<file path="config.mk">
export PLATFORM = sky130hd
export DESIGN_NAME = dfs_cycle_enumerator
export DESIGN_NICKNAME = d
export VERILOG_FILES = /design/src/sv/dce_pkg.sv /design/src/sv/dfs_cycle_enumerator.sv /design/src/sv/dce_out_reg.sv
export VERILOG_INCLUDE_DIRS = /design/src /design/src/sv
export SDC_FILE = /design/constraint.sdc
export NUM_CORES = 1
export LEC_CHECK = 0
export ABC_AREA = 0
export BUFFER_PORTS_ARGS = -buffer_cell sky130_fd_sc_hd__buf_4
export CAP_MARGIN = 0
export CORE_ASPECT_RATIO = 0.7
export CORE_MARGIN = 5
export CORE_UTILIZATION = 30
export DETAILED_ROUTE_END_ITERATION = 6
export HOLD_SLACK_MARGIN = 0.03
export PLACE_DENSITY = 0.52
export SKIP_LAST_GASP = 1
export SYNTH_ARGS = -nofsm -noshare
export SYNTH_HDL_FRONTEND = slang
export SYNTH_SLANG_ARGS = --single-unit
export TNS_END_PERCENT = 5
</file>
<file path="constraint.sdc">
create_clock -name clk -period 3.7 [get_ports clk]
set_input_delay 0 -clock clk [delete_from_list [all_inputs] [get_ports clk]]
set_output_delay 0 -clock clk [all_outputs]
set_load 0.01 [all_outputs]
</file>
<file path="src/sv/dfs_cycle_enumerator_macros.svh">
// Assertion macros of the cycle enumerator top level.
// No dependencies.
`ifndef DFS_CYCLE_ENUMERATOR_MACROS_SVH
`define DFS_CYCLE_ENUMERATOR_MACROS_SVH
// implication checked on every edge outside reset
`define DCE_ASSERT_IMP(label, clk, rst_n, ante, cons) \
	label: assert property (@(posedge clk) disable iff (!rst_n) (ante) |-> (cons)) \
		else $error("assertion failed");
// implication whose consequent is checked in the following cycle
`define DCE_ASSERT_NEXT(label, clk, rst_n, ante, cons) \
	label: assert property (@(posedge clk) disable iff (!rst_n) (ante) |=> (cons)) \
		else $error("assertion failed");
`endif

</file>
<file path="src/sv/dce_pkg.sv">
// Shared types and constants of the DFS cycle enumerator.
// No dependencies.
package dce_pkg;
	localparam int unsigned VW = 3;
	localparam int unsigned PATH_W = 27;
	localparam int unsigned CNT_W = 6;
	localparam int unsigned LEN_W = 4;
	localparam int unsigned MAX_CYCLES = 36;
	localparam int unsigned OUT_W = 40;
	localparam logic OP_LOAD = 1'b0;
	localparam logic OP_RUN = 1'b1;
	localparam logic [1:0] COL_WHITE = 2'd0;
	localparam logic [1:0] COL_GREY = 2'd1;
	localparam logic [1:0] COL_BLACK = 2'd2;

	typedef struct packed {
		logic [PATH_W-1:0] path_vertices;
		logic [LEN_W-1:0] path_length;
		logic [CNT_W-1:0] cycle_number;
		logic is_summary;
	} res_t;
endpackage

</file>
<file path="src/sv/dfs_cycle_enumerator.sv">
// Top level of the DFS cycle enumerator: matrix, color, parent and stack memories, sequencer.
// Depends on dce_pkg, dce_out_reg and dfs_cycle_enumerator_macros.svh.
//
// Input stream s_axis: tdata = {row_edges[11:4], row_index[3:1], opcode[0]}.
// A load item (opcode 0) writes one adjacency row and gives no result.
// A run item (opcode 1) searches the graph depth first and sends one item
// per cycle found, up to MAX_CYCLES of them, then a summary item with tlast high.
// Output stream m_axis: tdata = {2'b00, path_vertices, path_length,
// cycle_number, is_summary} with is_summary at bit 0; tlast marks the summary.
// A run clears colors and parents, then checks each root in turn, probes the
// stack top, reads a neighbor's color when the probe finds one, and walks the
// parent chain of each cycle found along its tree edges; each item is
// registered in the output register before it leaves.
// One item at a time: s_axis_tready is low while a run is busy.
// Reset empties the output register and the sequencer; the matrix is
// undefined until loaded. A stalled receiver holds the sequencer.
module dfs_cycle_enumerator import dce_pkg::*; #(
	parameter int unsigned NUM_VERTICES = 8
) (
	input logic clk,
	input logic arst_n,
	input logic s_axis_tvalid,
	output logic s_axis_tready,
	input logic [15:0] s_axis_tdata, // opcode, row_index, row_edges, ignored pad
	output logic m_axis_tvalid,
	input logic m_axis_tready,
	output logic [OUT_W-1:0] m_axis_tdata, // is_summary, cycle_number, path_length, path_vertices
	output logic m_axis_tlast
);
`include "dfs_cycle_enumerator_macros.svh"
	typedef enum logic [3:0] {
		S_IDLE, S_CLEAR, S_ROOT, S_RCHK, S_TOP, S_ROW, S_SCAN, S_UCOL,
		S_WALK, S_WPAR, S_EMIT, S_SUM
	} state_t;

	state_t state_q;
	logic [7:0] adj_mem [8];
	logic [1:0] col_mem [8];
	logic [VW-1:0] par_mem [8];
	logic [6:0] stk_mem [8];
	logic [3:0] sp_q;
	logic [3:0] root_q;
	logic [CNT_W-1:0] cnt_q;
	logic [7:0] row_s1;
	logic [1:0] col_s1;
	logic [VW-1:0] par_s1;
	logic [6:0] stk_s1;
	logic [VW-1:0] v_q, u_q, cur_q;
	logic [3:0] next_q;
	logic [3:0] n_q;
	logic [PATH_W-VW-1:0] acc_q;
	logic [PATH_W-1:0] path_q;
	logic [3:0] len_q;
	logic [2:0] clr_q;
	logic ov_valid, ov_ready, ov_last;
	res_t ov_res;
	logic [3:0] first_u;
	logic [7:0] vmask;
	logic [VW-1:0] in_row;
	logic [VW-1:0] col_ra;
	logic [4:0] top_sh;

	assign vmask = 8'((9'd1 << NUM_VERTICES) - 9'd1);
	assign in_row = s_axis_tdata[3:1];
	assign s_axis_tready = (state_q == S_IDLE);
	assign col_ra = (state_q == S_SCAN) ? 3'(first_u) : 3'(root_q);
	assign top_sh = {1'b0, n_q} * 5'd3 + 5'd3;

	always_ff @(posedge clk) begin
		if (s_axis_tvalid && s_axis_tready && s_axis_tdata[0] == OP_LOAD
				&& 4'(in_row) < 4'(NUM_VERTICES)) begin
			adj_mem[in_row] <= s_axis_tdata[11:4] & vmask;
		end
		row_s1 <= adj_mem[stk_s1[VW-1:0]];
	end

	always_comb begin
		first_u = 4'(NUM_VERTICES);
		for (int i = 7; i >= 0; i--) begin
			if (4'(i) >= next_q && 4'(i) < 4'(NUM_VERTICES) && row_s1[i]) begin
				first_u = 4'(i);
			end
		end
	end

	always_comb begin
		ov_res = '0;
		ov_last = 1'b0;
		ov_valid = 1'b0;
		if (state_q == S_EMIT) begin
			ov_valid = 1'b1;
			ov_res.cycle_number = cnt_q;
			ov_res.path_length = len_q;
			ov_res.path_vertices = path_q;
		end else if (state_q == S_SUM) begin
			ov_valid = 1'b1;
			ov_last = 1'b1;
			ov_res.is_summary = 1'b1;
			ov_res.cycle_number = cnt_q;
		end
	end

	always_ff @(posedge clk) begin
		col_s1 <= col_mem[col_ra];
		par_s1 <= par_mem[cur_q];
		stk_s1 <= stk_mem[3'(sp_q - 4'd1)];
		unique case (state_q)
			S_CLEAR: begin
				col_mem[clr_q] <= COL_WHITE;
				par_mem[clr_q] <= '0;
			end
			S_RCHK: begin
				if (col_s1 == COL_WHITE) begin
					col_mem[3'(root_q)] <= COL_GREY;
					stk_mem[0] <= {4'd0, 3'(root_q)};
				end
			end
			S_SCAN: begin
				if (first_u >= 4'(NUM_VERTICES)) begin
					col_mem[v_q] <= COL_BLACK;
				end else begin
					stk_mem[3'(sp_q - 4'd1)] <= {first_u + 4'd1, v_q};
				end
			end
			S_UCOL: begin
				if (col_s1 == COL_WHITE) begin
					par_mem[u_q] <= v_q;
					col_mem[u_q] <= COL_GREY;
					stk_mem[3'(sp_q)] <= {4'd0, u_q};
				end
			end
			default: begin
			end
		endcase
	end

	always_ff @(posedge clk or negedge arst_n) begin
		if (!arst_n) begin
			state_q <= S_IDLE;
			sp_q <= '0;
			root_q <= '0;
			cnt_q <= '0;
			clr_q <= '0;
			v_q <= '0;
			u_q <= '0;
			cur_q <= '0;
			next_q <= '0;
			n_q <= '0;
			acc_q <= '0;
			path_q <= '0;
			len_q <= '0;
		end else begin
			unique case (state_q)
				S_IDLE: begin
					if (s_axis_tvalid && s_axis_tdata[0] == OP_RUN) begin
						state_q <= S_CLEAR;
						clr_q <= '0;
						cnt_q <= '0;
						sp_q <= '0;
						root_q <= '0;
					end
				end
				S_CLEAR: begin
					clr_q <= clr_q + 3'd1;
					if (clr_q == 3'd7) state_q <= S_ROOT;
				end
				S_ROOT: begin
					if (root_q >= 4'(NUM_VERTICES)) begin
						state_q <= S_SUM;
					end else begin
						state_q <= S_RCHK;
					end
				end
				S_RCHK: begin
					root_q <= root_q + 4'd1;
					if (col_s1 == COL_WHITE) begin
						sp_q <= 4'd1;
						state_q <= S_TOP;
					end else begin
						state_q <= S_ROOT;
					end
				end
				S_TOP: begin
					state_q <= S_ROW;
				end
				S_ROW: begin
					v_q <= stk_s1[VW-1:0];
					next_q <= stk_s1[6:VW];
					state_q <= S_SCAN;
				end
				S_SCAN: begin
					if (first_u >= 4'(NUM_VERTICES)) begin
						sp_q <= sp_q - 4'd1;
						state_q <= (sp_q == 4'd1) ? S_ROOT : S_TOP;
					end else begin
						u_q <= 3'(first_u);
						state_q <= S_UCOL;
					end
				end
				S_UCOL: begin
					if (col_s1 == COL_GREY && cnt_q < 6'(MAX_CYCLES)) begin
						cur_q <= v_q;
						n_q <= '0;
						acc_q <= '0;
						state_q <= S_WALK;
					end else begin
						if (col_s1 == COL_WHITE) sp_q <= sp_q + 4'd1;
						state_q <= S_TOP;
					end
				end
				S_WALK: begin
					if (cur_q == u_q || n_q == 4'd8) begin
						cnt_q <= cnt_q + 6'd1;
						path_q <= {acc_q, u_q} | (PATH_W'(u_q) << top_sh);
						len_q <= n_q + 4'd2;
						state_q <= S_EMIT;
					end else begin
						acc_q <= {acc_q[PATH_W-2*VW-1:0], cur_q};
						n_q <= n_q + 4'd1;
						state_q <= S_WPAR;
					end
				end
				S_WPAR: begin
					cur_q <= par_s1;
					state_q <= S_WALK;
				end
				S_EMIT: begin
					if (ov_ready) state_q <= S_TOP;
				end
				S_SUM: begin
					if (ov_ready) state_q <= S_IDLE;
				end
				default: state_q <= S_IDLE;
			endcase
		end
	end

	dce_out_reg u_out (
		.clk(clk), .arst_n(arst_n),
		.in_valid(ov_valid),
		.in_ready(ov_ready), .in_res(ov_res), .in_last(ov_last),
		.m_axis_tvalid(m_axis_tvalid), .m_axis_tready(m_axis_tready),
		.m_axis_tdata(m_axis_tdata), .m_axis_tlast(m_axis_tlast)
	);

	logic unused_ok;
	assign unused_ok = ^s_axis_tdata[15:12];

	`DCE_ASSERT_IMP(a_sp_bound, clk, arst_n, 1'b1, sp_q <= 4'(NUM_VERTICES))
	`DCE_ASSERT_IMP(a_busy_ready, clk, arst_n, state_q != S_IDLE, !s_axis_tready)
	`DCE_ASSERT_IMP(a_emit_len, clk, arst_n, state_q == S_EMIT, len_q >= 4'd2 && len_q <= 4'd9)
	`DCE_ASSERT_NEXT(a_sum_idle, clk, arst_n, state_q == S_SUM && ov_ready, state_q == S_IDLE)
endmodule

</file>
<file path="src/sv/dce_out_reg.sv">
// Output pipeline register of the cycle enumerator.
// Depends on dce_pkg.
module dce_out_reg import dce_pkg::*; (
	input logic clk,
	input logic arst_n,
	input logic in_valid,
	output logic in_ready,
	input res_t in_res,
	input logic in_last,
	output logic m_axis_tvalid,
	input logic m_axis_tready,
	output logic [OUT_W-1:0] m_axis_tdata,
	output logic m_axis_tlast
);
	res_t res_q;
	logic valid_q, last_q;

	assign in_ready = !valid_q || m_axis_tready;
	always_ff @(posedge clk or negedge arst_n) begin
		if (!arst_n) begin
			valid_q <= 1'b0;
		end else if (in_ready) begin
			valid_q <= in_valid;
		end
	end
	always_ff @(posedge clk) begin
		if (in_ready && in_valid) begin
			res_q <= in_res;
			last_q <= in_last;
		end
	end
	assign m_axis_tvalid = valid_q;
	assign m_axis_tdata = {2'b00, res_q.path_vertices, res_q.path_length,
		res_q.cycle_number, res_q.is_summary};
	assign m_axis_tlast = last_q;
endmodule
</file>
==> results.json <==
{
  "clkSlewWorstSetupHoldPaths_ns": 0.06,
  "cpLargestDelayFamily": "compound AO/OA/AOI/OAI gates",
  "chipWidth_microns": 265,
  "grt_pass1_vias": 8317,
  "grt_first_pass_wirelength_microns": 49200,
  "synth_cells": 1043,
  "critPathCaptureType": "flop",
  "grt_usage_pct": 12.4,
  "drt-initial-drc-count": 846,
  "port_buffers": 56,
  "regArea_sq_um": 8700,
  "netlist.top_cell.by_area": "edfxtp_1",
  "slowest_stage": "o41ai_2",
  "wl_met1_microns": 16600,
  "p_leak_uw": 0.00609,
  "met2_length_microns": 12300,
  "drive_gt1_share_pct": 19.6,
  "power_density_nw_per_um2": 726,
  "final-hold-violation-count": 0,
  "max_slew_margin_pct": 32.2,
  "cp.required_ns": 3.90,
  "cts.path.max_buffers": 3,
  "drv_cap": 0,
  "rows": 65,
  "initial_core_util_pct": 30.3,
  "crit_path_cell_trace": "a21boi_2 > o41ai_2 > o21ai_2 > and2_1 > nor2_1 > a21oi_1 > o21ai_1",
  "hold_class": "input pin to async pin",
  "yosysUniqueCellTypes": 85,
  "critPathKind": "flop to flop",
  "cp.arrival_ns": 3.23,
  "syn_to_final_growth_pct": 17.3,
  "ys_seq_area_share_pct": 63.7,
  "fmax_mhz": 330,
  "wl_per_cell_microns": 17.7,
  "min_period_over_period_pct": 81.8,
  "placed_area_sq_um": 14800,
  "core_area_sq_um": 45100,
  "vias_per_cell": 4.82,
  "dp_hpwl_microns": 21400,
  "avgSynthCellArea_sq_um": 13.1,
  "highest_layer": "met4",
  "r2r_cells": 7,
  "dpl_worst_slack_ns": 0.753,
  "numCtsBuffers": 34,
  "ys_seq_elements": 312,
  "met3WireLength_microns": 1550,
  "n_fill_cell": 4412,
  "antenna_found_initial": 0,
  "die_h_microns": 189,
  "yosysWarnings": 0,
  "cts_setup_buffers": 0,
  "worstPathMaxFanout": 12,
  "cts_tree": "done",
  "vias": 8441,
  "gp_congestion": 0.854,
  "synth_edf_count": 198,
  "route.detailed.drc": 0,
  "yosys-top-cells-area": "edfxtp_1, dfrtp_1, mux4_2, nand2_1, o21ai_0",
  "io_pins": 63,
  "rrSetupSlack_ns": 0.67,
  "multi_input_area_sq_um": 4590,
  "setup_viol": 0,
  "worst_r2r_endpoint": "stk_mem[2][1]$_DFFE_PP_",
  "gr-total-overflow": 0,
  "antenna_cells": 0,
  "cts_hold_buf": 16,
  "cts-root-buf": "clkbuf_16",
  "cts_resized": 0,
  "finClkSkew_ns": 0.0296,
  "cts_htree_levels": 2,
  "crit_path_max_incr_delay_ns": 0.66,
  "firstDrtPassIters": 5,
  "fin_nets": 1160,
  "ir_drop_mv": 0.295,
  "slew_violations": 0,
  "finalInstanceArea_sq_um": 16000,
  "netlist_area_sq_um": 13700,
  "wirelength_microns": 31000,
  "fp.dieArea_sq_um": 50000,
  "grt_max_degree": 74,
  "crit_start": "next_q[1]$_DFFE_PN0P_",
  "fin_setup_tns_ns": 0,
  "synth_top_area_share_pct": 43.5,
  "finalCriticalPeriod_ns": 3.03,
  "tightest_slew_ns": 1.02,
  "start_kind": "flop",
  "rsz0062_at_grt": "no",
  "insertion_delay_ns": 0.53,
  "worst-path-buf-inv": 0,
  "synth-main-ff-cell": "edfxtp_1",
  "r2r-start": "next_q[1]$_DFFE_PN0P_",
  "ant_nets": 0,
  "total_power_uw": 11600,
  "clock-sinks": 312,
  "layout_setup_ws_ns": 0.672,
  "ys_async_sr_fraction_pct": 30.1,
  "status": "finished clean"
}
-- stage by stage --
step	util, %	cells	hold slack [ns]
floorplan	-	1044	-0.296
global placement	32.8	1675	0.220
detailed placement	32.8	1675	0.219
CTS	35.6	1753	0.149
global route	35.6	1753	0.187
finish	35.6	1753	0.174
-- worst max path at each step --
| stage | slack (ns) | depth (start not counted) | to |
|---|---|---|---|
| 2_1_floorplan | 0.72 | 8 | stk_mem[0][0]$_DFFE_PP_ |
| 4_1_cts | 0.71 | 7 | stk_mem[2][1]$_DFFE_PP_ |
| 6_report | 0.67 | 7 | stk_mem[2][1]$_DFFE_PP_ |
| 5_1_grt | 0.40 | 10 | path_q[11]$_DFFE_PN0P_ |
| 3_3_place_gp | 0.80 | 10 | path_q[16]$_DFFE_PN0P_ |
| 3_5_place_dp | 0.75 | 7 | stk_mem[5][1]$_DFFE_PP_ |
-- cell families (layout without fill, tap and decap cells) --
family | count (synthesis) | count (layout) | share of synthesized area, %
DFF | 312 | 312 | 63.7
buffers and inverters | 84 | 190 | 2.95
adders and majority gates | 16 | 16 | 1.47
other | 1 | 2 | 0.0274
and+or+nand+nor | 328 | 328 | 11.6
xor gates and xnor gates | 19 | 19 | 1.22
muxes | 82 | 82 | 9.57
AOI/OAI and AO/OA | 201 | 201 | 9.50
-- registers in the layout, indices dropped and copies added, names as in the netlist, 4 cells and up --
name and flops:
adj_mem 64, stk_mem 56, u_out.m_axis_tdata 37, path_q 27
acc_q 24, par_mem 24, col_mem 16, row_s1 8
stk_s1 7, cnt_q 6, len_q 4, n_q 4
next_q 4, root_q 4, sp_q 4, state_q 4
-- area by class of cell --
cell class | instances | share of cell area [%]
sequential | 312 | 54.3
multi-input combinational | 648 | 28.6
clock buffer | 55 | 6.26
timing repair buffer | 102 | 5.03
tap | 603 | 4.71
inverter | 26 | 0.609
clock inverter | 7 | 0.492
-- synthesized netlist by cell type, types with 3 or more instances --
cell and count:
a211oi_1 4, a21oi_1 49, a22oi_1 3, a31oi_1 11
a32o_1 4, and2_1 37, and3_1 10, buf_2 14
buf_4 4, clkbuf_1 32, clkbuf_8 4, dfrtp_1 94
dfxtp_1 20, edfxtp_1 198, ha_1 16, inv_1 26
mux2_2 28, mux2i_1 17, mux4_2 36, nand2_1 134
nand2_2 3, nand2b_1 7, nand3_1 16, nand3b_1 3
nand4_1 3, nor2_1 75, nor2b_1 6, nor3_1 14
nor3b_1 3, o21a_1 3, o21ai_0 81, o22ai_1 4
o31ai_1 5, xnor2_1 10, xor2_1 9
-- cells in the final DEF (no fill, tap or decap), types with 5 or more instances in the layout --
cell and count:
dfxtp_1 20, xor2_1 9, nor2b_1 6, and2_1 37, ha_1 16, nand2b_1 7, o21ai_0 81, nand2_1 134
a31oi_1 11, inv_1 26, mux2_2 28, o31ai_1 5, dlygate4sd3_1 16, nor3_1 14, a21oi_1 49, mux4_2 36
clkbuf_16 37, nand3_1 15, edfxtp_1 198, mux2i_1 17, nor2_1 74, xnor2_1 10, clkbuf_1 17, and3_1 10
buf_4 86, dfrtp_1 94
-- metal layers --
layer  GRT usage [%]  vias to the layer above
li1                -                     3983
met1            20.2                     4222
met2            16.6                      192
met3            2.45                       44
met4            2.80                        0
met5               0                        -
-- power by group --
group / switching [uW] / leakage (uW) / total [uW] / internal [uW]
Sequential: 649 / 0.00334 / 4920 / 4280
Clock: 1340 / 0.000519 / 3290 / 1940
Combinational: 2000 / 0.00223 / 3420 / 1420
Power figures use the tool's default switching activity.
